==> config.mk <==
export PLATFORM = sky130hd
export DESIGN_NAME = config_text_tokenizer_unit_flat
export DESIGN_NICKNAME = d
export VERILOG_FILES = /design/src/rtl/core/ctt_pkg.sv /design/src/rtl/core/ctt_ifs.sv /design/src/rtl/core/ctt_scanner.sv /design/src/rtl/core/ctt_result_queue.sv /design/src/rtl/core/config_text_tokenizer_unit.sv /design/src/flat_wrapper.sv
export VERILOG_INCLUDE_DIRS = /design/src /design/src/rtl/core
export SDC_FILE = /design/constraint.sdc
export NUM_CORES = 1
export LEC_CHECK = 0
export ABC_CLOCK_PERIOD_IN_PS = 4000
export CELL_PAD_IN_SITES_DETAIL_PLACEMENT = 1
export CELL_PAD_IN_SITES_GLOBAL_PLACEMENT = 2
export CORE_UTILIZATION = 40
export DETAILED_ROUTE_END_ITERATION = 8
export DONT_BUFFER_PORTS = 1
export MAX_ROUTING_LAYER = met4
export PLACE_DENSITY = 0.72
export SLEW_MARGIN = 10
export SYNTH_ARGS = -nofsm -noshare
export SYNTH_HDL_FRONTEND = slang
export SYNTH_SLANG_ARGS = --single-unit
==> constraint.sdc <==
create_clock -name clock -period 4 [get_ports clock]
set_input_delay 0.4 -clock clock [delete_from_list [all_inputs] [get_ports clock]]
set_output_delay 0.4 -clock clock [all_outputs]
set_load 0.01 [all_outputs]
==> src/rtl/core/config_text_tokenizer_unit_assert.svh <==
// assertion macros shared by the tokenizer rtl
// depends on nothing; included by files that carry concurrent checks
`ifndef CONFIG_TEXT_TOKENIZER_UNIT_ASSERT_SVH
`define CONFIG_TEXT_TOKENIZER_UNIT_ASSERT_SVH

// same-cycle implication, disabled during reset
`define CTT_ASSERT_NOW(lbl, clk, rst, ante, cons, msg) \
   lbl: assert property (@(posedge clk) disable iff (rst) (ante) |-> (cons)) \
      else $error(msg);

// next-cycle implication, disabled during reset
`define CTT_ASSERT_NEXT(lbl, clk, rst, ante, cons, msg) \
   lbl: assert property (@(posedge clk) disable iff (rst) (ante) |=> (cons)) \
      else $error(msg);

`endif

==> src/rtl/core/ctt_pkg.sv <==
// shared types, constants and helpers of the text tokenizer
// depends on nothing
package ctt_pkg;

   // token length limit and derived widths
   localparam int MAX_TOKEN_LEN = 512;
   localparam int LEN_W = $clog2(MAX_TOKEN_LEN);
   localparam logic [LEN_W-1:0] LEN_LIMIT = LEN_W'(MAX_TOKEN_LEN - 1);

   // line counter
   localparam int LINE_W = 16;
   localparam logic [LINE_W-1:0] LINE_FIRST = LINE_W'(1);
   localparam logic [LINE_W-1:0] LINE_MAX = {LINE_W{1'b1}};

   // result queue sizing
   localparam int QUEUE_DEPTH = 4;
   localparam int QPTR_W = $clog2(QUEUE_DEPTH);
   localparam int QCNT_W = QPTR_W + 1;

   // character codes
   localparam logic [7:0] CHAR_NUL = 8'h00;
   localparam logic [7:0] CHAR_LF = 8'h0A;
   localparam logic [7:0] CHAR_QUOTE = 8'h22;
   localparam logic [7:0] CHAR_HASH = 8'h23;
   localparam logic [7:0] CHAR_COMMA = 8'h2C;
   localparam logic [7:0] CHAR_EQUALS = 8'h3D;
   localparam logic [7:0] CHAR_UNDERSCORE = 8'h5F;

   // token kind codes
   typedef enum logic [2:0] {
      KIND_NAME = 3'd0,
      KIND_INT = 3'd1,
      KIND_STR = 3'd2,
      KIND_EQ = 3'd3,
      KIND_COMMA = 3'd4,
      KIND_END = 3'd5
   } kind_type;

   // one result item
   typedef struct packed {
      kind_type kind;
      logic [7:0] token_char;
      logic has_char;
      logic first;
      logic last;
      logic too_long;
      logic unterminated;
      logic [LINE_W-1:0] line;
   } token_type;

   // up to two result items made by one character
   typedef struct packed {
      logic [1:0] count;
      token_type item0;
      token_type item1;
   } scan_out_type;

   // build a result item; text is zero when no character is carried
   function automatic token_type make_item(input kind_type kind, input logic [7:0] ch,
                                           input logic has, input logic first,
                                           input logic last, input logic tl,
                                           input logic un, input logic [LINE_W-1:0] line);
      token_type t;
      t.kind = kind;
      t.token_char = has ? ch : 8'h00;
      t.has_char = has;
      t.first = first;
      t.last = last;
      t.too_long = tl;
      t.unterminated = un;
      t.line = line;
      return t;
   endfunction

endpackage

==> src/rtl/core/ctt_ifs.sv <==
// valid/ready channel interfaces for characters in and token items out
// depends on nothing

// character channel
interface ctt_req_if;
   logic valid;
   logic ready;
   logic [7:0] char_in;
   logic end_of_input;

   modport source (output valid, output char_in, output end_of_input, input ready);
   modport sink (input valid, input char_in, input end_of_input, output ready);
endinterface

// token item channel
interface ctt_rsp_if;
   logic valid;
   logic ready;
   logic [2:0] token_kind;
   logic [7:0] token_char;
   logic has_char;
   logic token_first;
   logic token_last;
   logic too_long;
   logic unterminated;
   logic [15:0] line_out;

   modport source (output valid, output token_kind, output token_char, output has_char,
                   output token_first, output token_last, output too_long,
                   output unterminated, output line_out, input ready);
   modport sink (input valid, input token_kind, input token_char, input has_char,
                 input token_first, input token_last, input too_long,
                 input unterminated, input line_out, output ready);
endinterface

==> src/rtl/core/ctt_scanner.sv <==
// scanner state machine: classifies one character per step, makes up to two items
// depends on ctt_pkg and config_text_tokenizer_unit_assert.svh
`include "config_text_tokenizer_unit_assert.svh"

module ctt_scanner (
   input logic clock,
   input logic reset,
   input logic step,
   input logic [7:0] char_in,
   input logic end_of_input,
   output ctt_pkg::scan_out_type scan_out
);

   typedef enum logic [2:0] {
      MODE_IDLE = 3'd0,
      MODE_NAME = 3'd1,
      MODE_INT = 3'd2,
      MODE_STR = 3'd3,
      MODE_CMT = 3'd4
   } mode_type;

   mode_type mode_ff, mode_in;
   logic [ctt_pkg::LEN_W-1:0] len_ff, len_in;
   logic [ctt_pkg::LINE_W-1:0] line_ff, line_in;
   logic ovf_ff, ovf_in;

   logic eoi, is_letter, is_digit, is_name_char, cont, classify, emit1, emit2;
   ctt_pkg::kind_type run_kind;
   ctt_pkg::token_type item1, item2;

   // character classes
   assign eoi = end_of_input || (char_in == ctt_pkg::CHAR_NUL);
   assign is_letter = ((char_in >= 8'h41) && (char_in <= 8'h5A)) ||
                      ((char_in >= 8'h61) && (char_in <= 8'h7A));
   assign is_digit = (char_in >= 8'h30) && (char_in <= 8'h39);
   assign is_name_char = is_letter || is_digit || (char_in == ctt_pkg::CHAR_UNDERSCORE);
   assign run_kind = (mode_ff == MODE_NAME) ? ctt_pkg::KIND_NAME : ctt_pkg::KIND_INT;

   // next state and items
   always_comb begin
      mode_in = mode_ff;
      len_in = len_ff;
      line_in = line_ff;
      ovf_in = ovf_ff;
      classify = 1'b0;
      cont = 1'b0;
      emit1 = 1'b0;
      emit2 = 1'b0;
      item1 = '0;
      item2 = '0;

      // finish or extend the token in progress
      unique case (mode_ff) inside
         MODE_NAME, MODE_INT: begin
            cont = !eoi && ((mode_ff == MODE_NAME) ? is_name_char : is_digit);
            if (cont) begin
               if (len_ff < ctt_pkg::LEN_LIMIT) begin
                  len_in = len_ff + 1'b1;
                  emit1 = 1'b1;
                  item1 = ctt_pkg::make_item(run_kind, char_in, 1'b1, 1'b0, 1'b0,
                                             1'b0, 1'b0, line_ff);
               end else begin
                  ovf_in = 1'b1;
               end
            end else begin
               emit1 = 1'b1;
               item1 = ctt_pkg::make_item(run_kind, 8'h00, 1'b0, 1'b0, 1'b1,
                                          ovf_ff, 1'b0, line_ff);
               mode_in = MODE_IDLE;
               classify = 1'b1;
            end
         end
         MODE_STR: begin
            if (eoi) begin
               emit1 = 1'b1;
               item1 = ctt_pkg::make_item(ctt_pkg::KIND_STR, 8'h00, 1'b0, 1'b0, 1'b1,
                                          ovf_ff, 1'b1, line_ff);
               mode_in = MODE_IDLE;
               classify = 1'b1;
            end else if (char_in == ctt_pkg::CHAR_QUOTE) begin
               emit1 = 1'b1;
               item1 = ctt_pkg::make_item(ctt_pkg::KIND_STR, 8'h00, 1'b0, 1'b0, 1'b1,
                                          ovf_ff, 1'b0, line_ff);
               mode_in = MODE_IDLE;
            end else if (len_ff < ctt_pkg::LEN_LIMIT) begin
               len_in = len_ff + 1'b1;
               emit1 = 1'b1;
               item1 = ctt_pkg::make_item(ctt_pkg::KIND_STR, char_in, 1'b1, 1'b0, 1'b0,
                                          1'b0, 1'b0, line_ff);
            end else begin
               ovf_in = 1'b1;
            end
         end
         MODE_CMT: begin
            if (eoi) begin
               mode_in = MODE_IDLE;
               classify = 1'b1;
            end else if (char_in == ctt_pkg::CHAR_LF) begin
               mode_in = MODE_IDLE;
            end
         end
         default: begin
            mode_in = MODE_IDLE;
            classify = 1'b1;
         end
      endcase

      // start a new token from the current character
      if (classify) begin
         if (eoi) begin
            emit2 = 1'b1;
            item2 = ctt_pkg::make_item(ctt_pkg::KIND_END, 8'h00, 1'b0, 1'b1, 1'b1,
                                       1'b0, 1'b0, line_ff);
            mode_in = MODE_IDLE;
            len_in = '0;
            ovf_in = 1'b0;
            line_in = ctt_pkg::LINE_FIRST;
         end else if (is_letter || is_digit) begin
            mode_in = is_letter ? MODE_NAME : MODE_INT;
            len_in = ctt_pkg::LEN_W'(1);
            ovf_in = 1'b0;
            emit2 = 1'b1;
            item2 = ctt_pkg::make_item(is_letter ? ctt_pkg::KIND_NAME : ctt_pkg::KIND_INT,
                                       char_in, 1'b1, 1'b1, 1'b0, 1'b0, 1'b0, line_ff);
         end else if (char_in == ctt_pkg::CHAR_QUOTE) begin
            mode_in = MODE_STR;
            len_in = '0;
            ovf_in = 1'b0;
            emit2 = 1'b1;
            item2 = ctt_pkg::make_item(ctt_pkg::KIND_STR, 8'h00, 1'b0, 1'b1, 1'b0,
                                       1'b0, 1'b0, line_ff);
         end else if (char_in == ctt_pkg::CHAR_HASH) begin
            mode_in = MODE_CMT;
         end else if (char_in == ctt_pkg::CHAR_EQUALS) begin
            emit2 = 1'b1;
            item2 = ctt_pkg::make_item(ctt_pkg::KIND_EQ, 8'h00, 1'b0, 1'b1, 1'b1,
                                       1'b0, 1'b0, line_ff);
         end else if (char_in == ctt_pkg::CHAR_COMMA) begin
            emit2 = 1'b1;
            item2 = ctt_pkg::make_item(ctt_pkg::KIND_COMMA, 8'h00, 1'b0, 1'b1, 1'b1,
                                       1'b0, 1'b0, line_ff);
         end
      end

      // saturating line count, newline counted after its items
      if (!eoi && (char_in == ctt_pkg::CHAR_LF) && (line_ff != ctt_pkg::LINE_MAX)) begin
         line_in = line_ff + 1'b1;
      end
   end

   // pack items so the earlier one leads
   always_comb begin
      scan_out.count = {1'b0, emit1} + {1'b0, emit2};
      scan_out.item0 = emit1 ? item1 : item2;
      scan_out.item1 = item2;
   end

   // state registers, updated only on an accepted character
   always_ff @(posedge clock) begin
      if (reset) begin
         mode_ff <= MODE_IDLE;
         len_ff <= '0;
         line_ff <= ctt_pkg::LINE_FIRST;
         ovf_ff <= 1'b0;
      end else if (step) begin
         mode_ff <= mode_in;
         len_ff <= len_in;
         line_ff <= line_in;
         ovf_ff <= ovf_in;
      end
   end

   // checks
   `CTT_ASSERT_NOW(a_line_nonzero, clock, reset, 1'b1, line_ff != '0,
                   "line count reached zero")
   `CTT_ASSERT_NOW(a_len_bound, clock, reset, 1'b1, len_ff <= ctt_pkg::LEN_LIMIT,
                   "token length beyond limit")
   `CTT_ASSERT_NEXT(a_end_restart, clock, reset, step && eoi,
                    (mode_ff == MODE_IDLE) && (line_ff == ctt_pkg::LINE_FIRST),
                    "end of input did not restart the scanner")

endmodule

==> src/rtl/core/ctt_result_queue.sv <==
// four-entry result queue: takes up to two items per cycle while it has room for two, delivers one
// depends on ctt_pkg and config_text_tokenizer_unit_assert.svh
`include "config_text_tokenizer_unit_assert.svh"

module ctt_result_queue (
   input logic clock,
   input logic reset,
   input logic push_en,
   input ctt_pkg::scan_out_type push_data,
   output logic space_ok,
   input logic pop_ready,
   output logic head_valid,
   output ctt_pkg::token_type head_item
);

   ctt_pkg::token_type entries_ff [ctt_pkg::QUEUE_DEPTH];
   logic [ctt_pkg::QPTR_W-1:0] head_ff, head_in, tail, tail1;
   logic [ctt_pkg::QCNT_W-1:0] count_ff, count_in;
   logic [1:0] push_n;
   logic pop;

   // room for the worst case of two items
   assign space_ok = count_ff <= ctt_pkg::QCNT_W'(ctt_pkg::QUEUE_DEPTH - 2);
   assign head_valid = count_ff != '0;
   assign head_item = entries_ff[head_ff];
   assign pop = head_valid && pop_ready;
   assign push_n = push_en ? push_data.count : 2'd0;

   // pointers and fill level
   always_comb begin
      tail = head_ff + count_ff[ctt_pkg::QPTR_W-1:0];
      tail1 = tail + 1'b1;
      head_in = pop ? head_ff + 1'b1 : head_ff;
      count_in = count_ff + ctt_pkg::QCNT_W'(push_n) - ctt_pkg::QCNT_W'(pop);
   end

   always_ff @(posedge clock) begin
      if (reset) begin
         head_ff <= '0;
         count_ff <= '0;
      end else begin
         head_ff <= head_in;
         count_ff <= count_in;
      end
   end

   // entry storage
   always_ff @(posedge clock) begin
      if (push_n != 2'd0) begin
         entries_ff[tail] <= push_data.item0;
      end
      if (push_n == 2'd2) begin
         entries_ff[tail1] <= push_data.item1;
      end
   end

   // checks
   `CTT_ASSERT_NOW(a_no_overfill, clock, reset, push_n != 2'd0, space_ok,
                   "push into a queue without room")
   `CTT_ASSERT_NOW(a_count_bound, clock, reset, 1'b1,
                   count_ff <= ctt_pkg::QCNT_W'(ctt_pkg::QUEUE_DEPTH),
                   "queue fill level beyond depth")
   `CTT_ASSERT_NEXT(a_pair_fill, clock, reset, (push_n == 2'd2) && !pop,
                    count_ff == $past(count_ff) + ctt_pkg::QCNT_W'(2),
                    "two-item push lost an item")

endmodule

==> src/rtl/core/config_text_tokenizer_unit.sv <==
// Items: an item reaches the result port the cycle after its character is taken when
// no older item waits; a character's second item follows once the first is popped.
// Throughput: one character per cycle; the input stalls only while the four-entry
// result queue holds three or more items.
// Reset: synchronous, active high; scanner idle, line 1, result queue empty.
// depends on ctt_pkg, ctt_ifs, ctt_scanner and ctt_result_queue
module config_text_tokenizer_unit (
   input logic clock,
   input logic reset,
   ctt_req_if.sink req_chan,
   ctt_rsp_if.source rsp_chan
);

   ctt_pkg::scan_out_type scan_out;
   ctt_pkg::token_type head_item;
   logic space_ok, step;

   // character accepted on the character channel
   assign req_chan.ready = space_ok;
   assign step = req_chan.valid && space_ok;

   ctt_scanner u_scanner (
      .clock(clock),
      .reset(reset),
      .step(step),
      .char_in(req_chan.char_in),
      .end_of_input(req_chan.end_of_input),
      .scan_out(scan_out)
   );

   ctt_result_queue u_queue (
      .clock(clock),
      .reset(reset),
      .push_en(step),
      .push_data(scan_out),
      .space_ok(space_ok),
      .pop_ready(rsp_chan.ready),
      .head_valid(rsp_chan.valid),
      .head_item(head_item)
   );

   // result channel payload
   assign rsp_chan.token_kind = head_item.kind;
   assign rsp_chan.token_char = head_item.token_char;
   assign rsp_chan.has_char = head_item.has_char;
   assign rsp_chan.token_first = head_item.first;
   assign rsp_chan.token_last = head_item.last;
   assign rsp_chan.too_long = head_item.too_long;
   assign rsp_chan.unterminated = head_item.unterminated;
   assign rsp_chan.line_out = head_item.line;

endmodule
==> src/flat_wrapper.sv <==
// flat-port wrapper written by rule: the top's interface ports become plain ports
module config_text_tokenizer_unit_flat 
  (clock, reset, req_chan_valid, req_chan_char_in, req_chan_end_of_input, req_chan_ready, rsp_chan_valid, rsp_chan_token_kind, rsp_chan_token_char, rsp_chan_has_char, rsp_chan_token_first, rsp_chan_token_last, rsp_chan_too_long, rsp_chan_unterminated, rsp_chan_line_out, rsp_chan_ready);
  ctt_req_if req_chan_i ();
  ctt_rsp_if rsp_chan_i ();
  input logic clock;
  input logic reset;
  input wire logic [$bits(req_chan_i.valid)-1:0] req_chan_valid;
  input wire logic [$bits(req_chan_i.char_in)-1:0] req_chan_char_in;
  input wire logic [$bits(req_chan_i.end_of_input)-1:0] req_chan_end_of_input;
  output wire logic [$bits(req_chan_i.ready)-1:0] req_chan_ready;
  output wire logic [$bits(rsp_chan_i.valid)-1:0] rsp_chan_valid;
  output wire logic [$bits(rsp_chan_i.token_kind)-1:0] rsp_chan_token_kind;
  output wire logic [$bits(rsp_chan_i.token_char)-1:0] rsp_chan_token_char;
  output wire logic [$bits(rsp_chan_i.has_char)-1:0] rsp_chan_has_char;
  output wire logic [$bits(rsp_chan_i.token_first)-1:0] rsp_chan_token_first;
  output wire logic [$bits(rsp_chan_i.token_last)-1:0] rsp_chan_token_last;
  output wire logic [$bits(rsp_chan_i.too_long)-1:0] rsp_chan_too_long;
  output wire logic [$bits(rsp_chan_i.unterminated)-1:0] rsp_chan_unterminated;
  output wire logic [$bits(rsp_chan_i.line_out)-1:0] rsp_chan_line_out;
  input wire logic [$bits(rsp_chan_i.ready)-1:0] rsp_chan_ready;
  assign req_chan_i.valid = req_chan_valid;
  assign req_chan_i.char_in = req_chan_char_in;
  assign req_chan_i.end_of_input = req_chan_end_of_input;
  assign req_chan_ready = req_chan_i.ready;
  assign rsp_chan_valid = rsp_chan_i.valid;
  assign rsp_chan_token_kind = rsp_chan_i.token_kind;
  assign rsp_chan_token_char = rsp_chan_i.token_char;
  assign rsp_chan_has_char = rsp_chan_i.has_char;
  assign rsp_chan_token_first = rsp_chan_i.token_first;
  assign rsp_chan_token_last = rsp_chan_i.token_last;
  assign rsp_chan_too_long = rsp_chan_i.too_long;
  assign rsp_chan_unterminated = rsp_chan_i.unterminated;
  assign rsp_chan_line_out = rsp_chan_i.line_out;
  assign rsp_chan_i.ready = rsp_chan_ready;
  config_text_tokenizer_unit u_core (.clock(clock), .reset(reset), .req_chan(req_chan_i), .rsp_chan(rsp_chan_i));
endmodule
# == Yosys cells after proc, flatten, opt, wreduce, memory -nomap -nowiden ==
# Memories as Yosys holds them, arrays and structs flattened. A register that Yosys moved wholly into a read port is not among the register bits.
# Index checks and enable logic that the tools add are counted.
# totals
regBits,34
ram_bits,128
in_bits,13
out_inout_bits,34
wordCells,128
n_memories,1
# memory_table
name,words,word_bits,read_ports,rd_clocked_by_memory_dff,wr,line,rtl
u_core.u_queue.entries_ff,4,32,1,1,2,ctt_result_queue.sv:16,ctt_pkg::token_type entries_ff [ctt_pkg::QUEUE_DEPTH];
# classes
add_sub_neg,8
n_lt_le_gt_ge,8
eq_ne,12
mux,72
n_reduce_logical,21
# ops
op,n
$mux W32,9
$mux W31,3
$mux W9,8
$pmux W32 S2,1
$mux W16,3
$eq A8 B6 Y1 const B,4
$mux W3,10
$mux W30,1
$mux W1,28
$pmux W9 S2,1
$add A16 B1 Y16 const B,1
$ge A8 B7 Y1 const B,2
$le A8 B7 Y1 const B,2
$ne A16 B16 Y1 const B,1
$add A9 B1 Y9 const B,1
$lt A9 B9 Y1 const B,1
$pmux W3 S3,1
$eq A8 B4 Y1 const B,1
$eq A8 B7 Y1 const B,1
$ge A8 B6 Y1 const B,1
$le A8 B6 Y1 const B,1
$logic_and A1 B1 Y1,8
$logic_not A8 Y1,1
$mux W2,4
17 further kinds,27

# == Depth between registers and ports, before layout ==
# depth
depth_word,15
depth_mapped,17
depth_no_buf,16

# == Cells and area by module ==
# From an unflattened synthesis, not the netlist that was laid out.
# unflattened
cells_unflattened,712
area_unflattened_um2,9295.2
# by_module_without_submodules
module,instances,cells_per_inst,area_per_inst_um2,seq_area_each_um2
ctt_result_queue,1,356,6739.0,3983.8
ctt_scanner,1,355,2549.9,580.6
config_text_tokenizer_unit,1,1,6.3,0.0

# == Worst setup path after synthesis ==
# Ideal clock, no wire load.
# synth_path
path_type,input -> register
startpoint,input port req_chan_char_in[0]
endpoint,"memory u_core.u_queue.entries_ff[0][8] in the netlist's numbering, data pin"
setup_ns,0.257
arrival_ns,3.972
t_required_ns,3.743
setup_slack_ns,-0.230
cell_stages,16
cell_sequence,or4_4 > o2111ai_4 > o21ai_4 > a21oi_2 > nand2b_4 > nand2_4 > clkinv_4 > ha_1 > nor2_1 > nor2_1 > and3_1 > a31oi_1 > inv_1 > a22oi_2 > buf_6 > nor2_1
# synth_lines
item,line,rtl
from (decl),flat_wrapper.sv:9,input wire logic [$bits(req_chan_i.char_in)-1:0] req_chan_char_in;
to (decl),ctt_result_queue.sv:16,

==> key figures <==
Run status
  – Status: complete, no violations

Global routing
  – First-pass GRT wire length: 34100 um
  – Largest net degree at the start of global routing: 33
  – Vias in the first global route: 5789
  – Overflow after GRT: 0
  – Initial antenna violation count: 0
  – Total Routing Usage GR: 21.5%

Synth
  – Synth Cell Area: 8470 sq um
  – Cell taking the most area after synthesis: edfxtp_1
  – Ys async rst share: 0%
  – Ys Warns: 0
  – Ranking of synthesized cells by area: edfxtp_1 (43%), dfxtp_1 (10%), mux4_2 (8.5%), nor2b_1 (4.6%), nor2_1 (2.6%)
  – Post-synth EDFFs: 120
  – Register area share after synthesis: 53.0%
  – Post-Synthesis Cells: 673
  – Top cell type's share of synthesized area: 42.6%
  – Synth unique cells: 91
  – Register bit total from synthesis: 164
  – Ys flop type: edfxtp_1
  – Syn avg cell area: 12.6 sq um
  – Post-synth net total: 694

Detailed routing
  – M1 wire length: 9970 um
  – First DRT Iteration DRCs: 375
  – Via count: 5467
  – Drt wl/cell: 22.2 um
  – Met2 WL: 10500 um
  – Uppermost layer routed: met4
  – DR vias/cell: 5.67
  – Antenna viol nets, final: 0
  – DR WL met3: 675 um
  – Drt first pass iters: 4
  – Routed WL: 21400 um
  – Drc violations: 0

Clock network
  – Longest Clk Path Bufs: 2
  – H-tree depth: 4
  – Clk_lat worst skew: 0.43 ns
  – CTS tree: yes
  – Post-CTS Resized: 0
  – Clock-pin slew on the worst setup and hold paths: 0.07 ns
  – CTS buffer count: 17
  – Post-CTS Hold Fix Bufs: 0
  – Setup repair bufs after CTS: 0
  – CTS root buffer: clkbuf_16
  – # clock sinks: 164

Floorplanning
  – Core Area: 20500 sq um
  – Die X: 147 um
  – Total Die Area: 21800 sq um
  – Initial Util: 41.3%
  – Num ports: 47
  – Row count: 52
  – Die H: 147 um

Placed design
  – Pre-CTS setup slack: 0.167 ns
  – Port Buffer Count: 0
  – Post-detail-place hpwl: 15100 um
  – Placement Cell Area: 8850 sq um
  – Global placer's final weighted congestion: 0.852

Final layout
  – Ant diodes: 0
  – Fin util: 46.0%
  – Fillers: 2184
  – Final #Nets: 703
  – Share of post-route cells with drive strength above 1: 23.6%
  – Design Area, Final: 9420 sq um
  – Area delta synth->final: 11.2%

Timing
  – Setup Viol. Count Final: 0
  – Worst Tran Pin Value: 0.927 ns
  – Max Freq: 273 MHz
  – Tmin final: 3.67 ns
  – Final Max Tran Viols: 0
  – Worst rel slew slack: 38.2%
  – Clock skew: 0.0124 ns
  – Period utilization: 91.6%
  – Worst Setup Slack, final: 0.334 ns
  – Final Hold Viols: 0
  – RSZ-0062 raised after global routing: false

Worst setup path
  – Worst-path fanout max: 16
  – RR Endpoint: u_core.u_queue.entries_ff[1][1]$_DFFE_PP_
  – R2R depth: 15
  – Cells along the critical path: inv_1 -> or3_1 -> o21ai_2 -> a21oi_2 -> nand2b_4 -> nand2_4 -> clkinv_4 -> ha_4 -> nand3_1 -> nor4_1 -> buf_4 -> nor2_1 -> inv_1 -> a22oi_4 -> nor2b_1
  – Worst setup startpoint: u_core.u_scanner.mode_ff[2]$_SDFFE_PP0P_
  – Critical path class: reg -> reg
  – Crit path launch type: flip-flop
  – Critical Path End Type: flip-flop
  – Req. time, crit path: 4.15 ns
  – Worst r2r src: u_core.u_scanner.mode_ff[2]$_SDFFE_PP0P_
  – Max incr delay on CP: 0.58 ns
  – Flop-to-flop setup slack: 0.33 ns
  – Crit path DAT: 3.82 ns
  – CP max stage cell: a22oi_4
  – Most used cell, CP: inv_1
  – Critical Path End: u_core.u_queue.entries_ff[1][1]$_DFFE_PP_

Flow run
  – Max Cap Violations: 0

Min path
  – Hold Path Class: in -> reg

Pwr
  – Leak pwr: 3.05 nW
  – PwrDens: 534 nW/um^2
  – Worst VDD drop: 336 uV
  – Overall Power: 5.03 mW
## how the worst min path moves through the flow
| stage | from | to | slack (ns) | cells past startpoint |
|---|---|---|---|---|
| global route | reset | u_core.u_queue.head_ff[0]$_SDFFE_PP0P_ | 0.01 | 1 |
| detailed placement | u_core.u_queue.entries_ff[3][17]$_SDFFE_PP0P_ | u_core.u_queue.entries_ff[3][17]$_SDFFE_PP0P_ | 0.47 | 2 |
| CTS | reset | u_core.u_scanner.mode_ff[0]$_SDFFE_PP0P_ | 0.02 | 1 |
| floorplan | u_core.u_queue.entries_ff[2][16]$_SDFFE_PP0N_ | u_core.u_queue.entries_ff[2][16]$_SDFFE_PP0N_ | 0.42 | 2 |
| finish | reset | u_core.u_queue.count_ff[2]$_SDFF_PP0_ | 0.03 | 1 |
| global placement | u_core.u_queue.entries_ff[1][16]$_SDFFE_PP0N_ | u_core.u_queue.entries_ff[1][16]$_SDFFE_PP0N_ | 0.44 | 2 |
## cells in the mapped netlist (all sizes together), types with 3 or more instances
library cell / count
or3: 10
and2: 21
mux4: 32
nand3: 18
nand4: 4
edfxtp: 120
nand2b: 4
buf: 22
o2bb2ai: 3
xnor2: 17
nand2: 32
a21boi: 3
or4: 4
clkbuf: 13
xor2: 4
nor3: 18
o22ai: 12
nor4: 11
a21o: 9
dfxtp: 44
o2bb2a: 3
o211ai: 4
o21ai: 23
a31oi: 6
ha: 7
nor2: 59
a22o: 4
a21oi: 18
o211a: 3
nor2b: 75
a22oi: 6
inv: 23
nor4b: 3
and3: 6
## layout make-up
type | instances | area (sq um) | area share [%]
Sequential cell | 164 | 4490 | 47.6
Clock inverter | 14 | 139 | 1.47
Tap cell | 270 | 338 | 3.59
Multi-Input combinational cell | 450 | 3720 | 39.6
Timing Repair Buffer | 25 | 200 | 2.13
Inverter | 24 | 101 | 1.08
Clock buffer | 18 | 429 | 4.56
## power by group
group	internal, mW	switching (mW)	leakage, nW
logic	0.480	0.738	1.26
registers	2.07	0.131	1.52
clock network	0.874	0.736	0.271
## kinds of logic after synthesis
| kind of cell | Yosys count | synth area share, % |
|---|---|---|
| XOR/XNOR | 21 | 2.17 |
| buffers and inverters | 59 | 3.56 |
| multiplexers | 33 | 8.63 |
| AO/OA/AOI/OAI | 112 | 11.6 |
| adder cells (fa/ha/maj) | 9 | 1.40 |
| flip-flops | 164 | 53.0 |
| AND/OR/NAND/NOR | 275 | 19.6 |
## per-layer routing
metal	up-vias	track usage, %
met2	87	34.1
met5	-	-
met4	0	5.15
li1	2523	-
met1	2841	28.6
met3	16	3.77
## cells in the final DEF (no fill, tap or decap), types with 16 or more instances in the layout
cell | Yosys | routed
nand3_1 | 18 | 18
nand2_1 | 30 | 29
nor2b_1 | 62 | 62
nor2_1 | 58 | 56
clkbuf_16 | 0 | 17
mux4_2 | 32 | 32
inv_1 | 19 | 18
o21ai_0 | 16 | 16
and2_1 | 19 | 19
dfxtp_1 | 44 | 43
xnor2_1 | 17 | 17
buf_4 | 1 | 24
edfxtp_1 | 120 | 120
## stage by stage
stage	TNS, ns	std cells	hold WS (ns)
finish	0	965	0.0337
global route	0	965	0.0140
CTS	0	965	0.0186
detailed placement	0	933	0.469
global placement	0	933	0.438
floorplan	-0.177	673	0.420
## state kept, by name, summed over array words and instances, names as in the netlist, named ones only
| register | count |
|---|---|
| u_core.u_scanner.len_ff | 9 |
| u_core.u_queue.head_ff | 2 |
| u_core.u_queue.count_ff | 3 |
| u_core.u_queue.entries_ff | 128 |
| u_core.u_scanner.mode_ff | 3 |
| u_core.u_scanner.ovf_ff | 1 |
| u_core.u_scanner.line_ff | 16 |
## critical path, delay by kind of cell, from the launching register on
kind	cells	cell delay, ns
compound gates	3	0.84
fa+ha+maj	1	0.19
buf+inv	4	0.64
flops	1	0.41
simple gates	7	1.30
No activity file was read; power rests on OpenSTA's default activity.
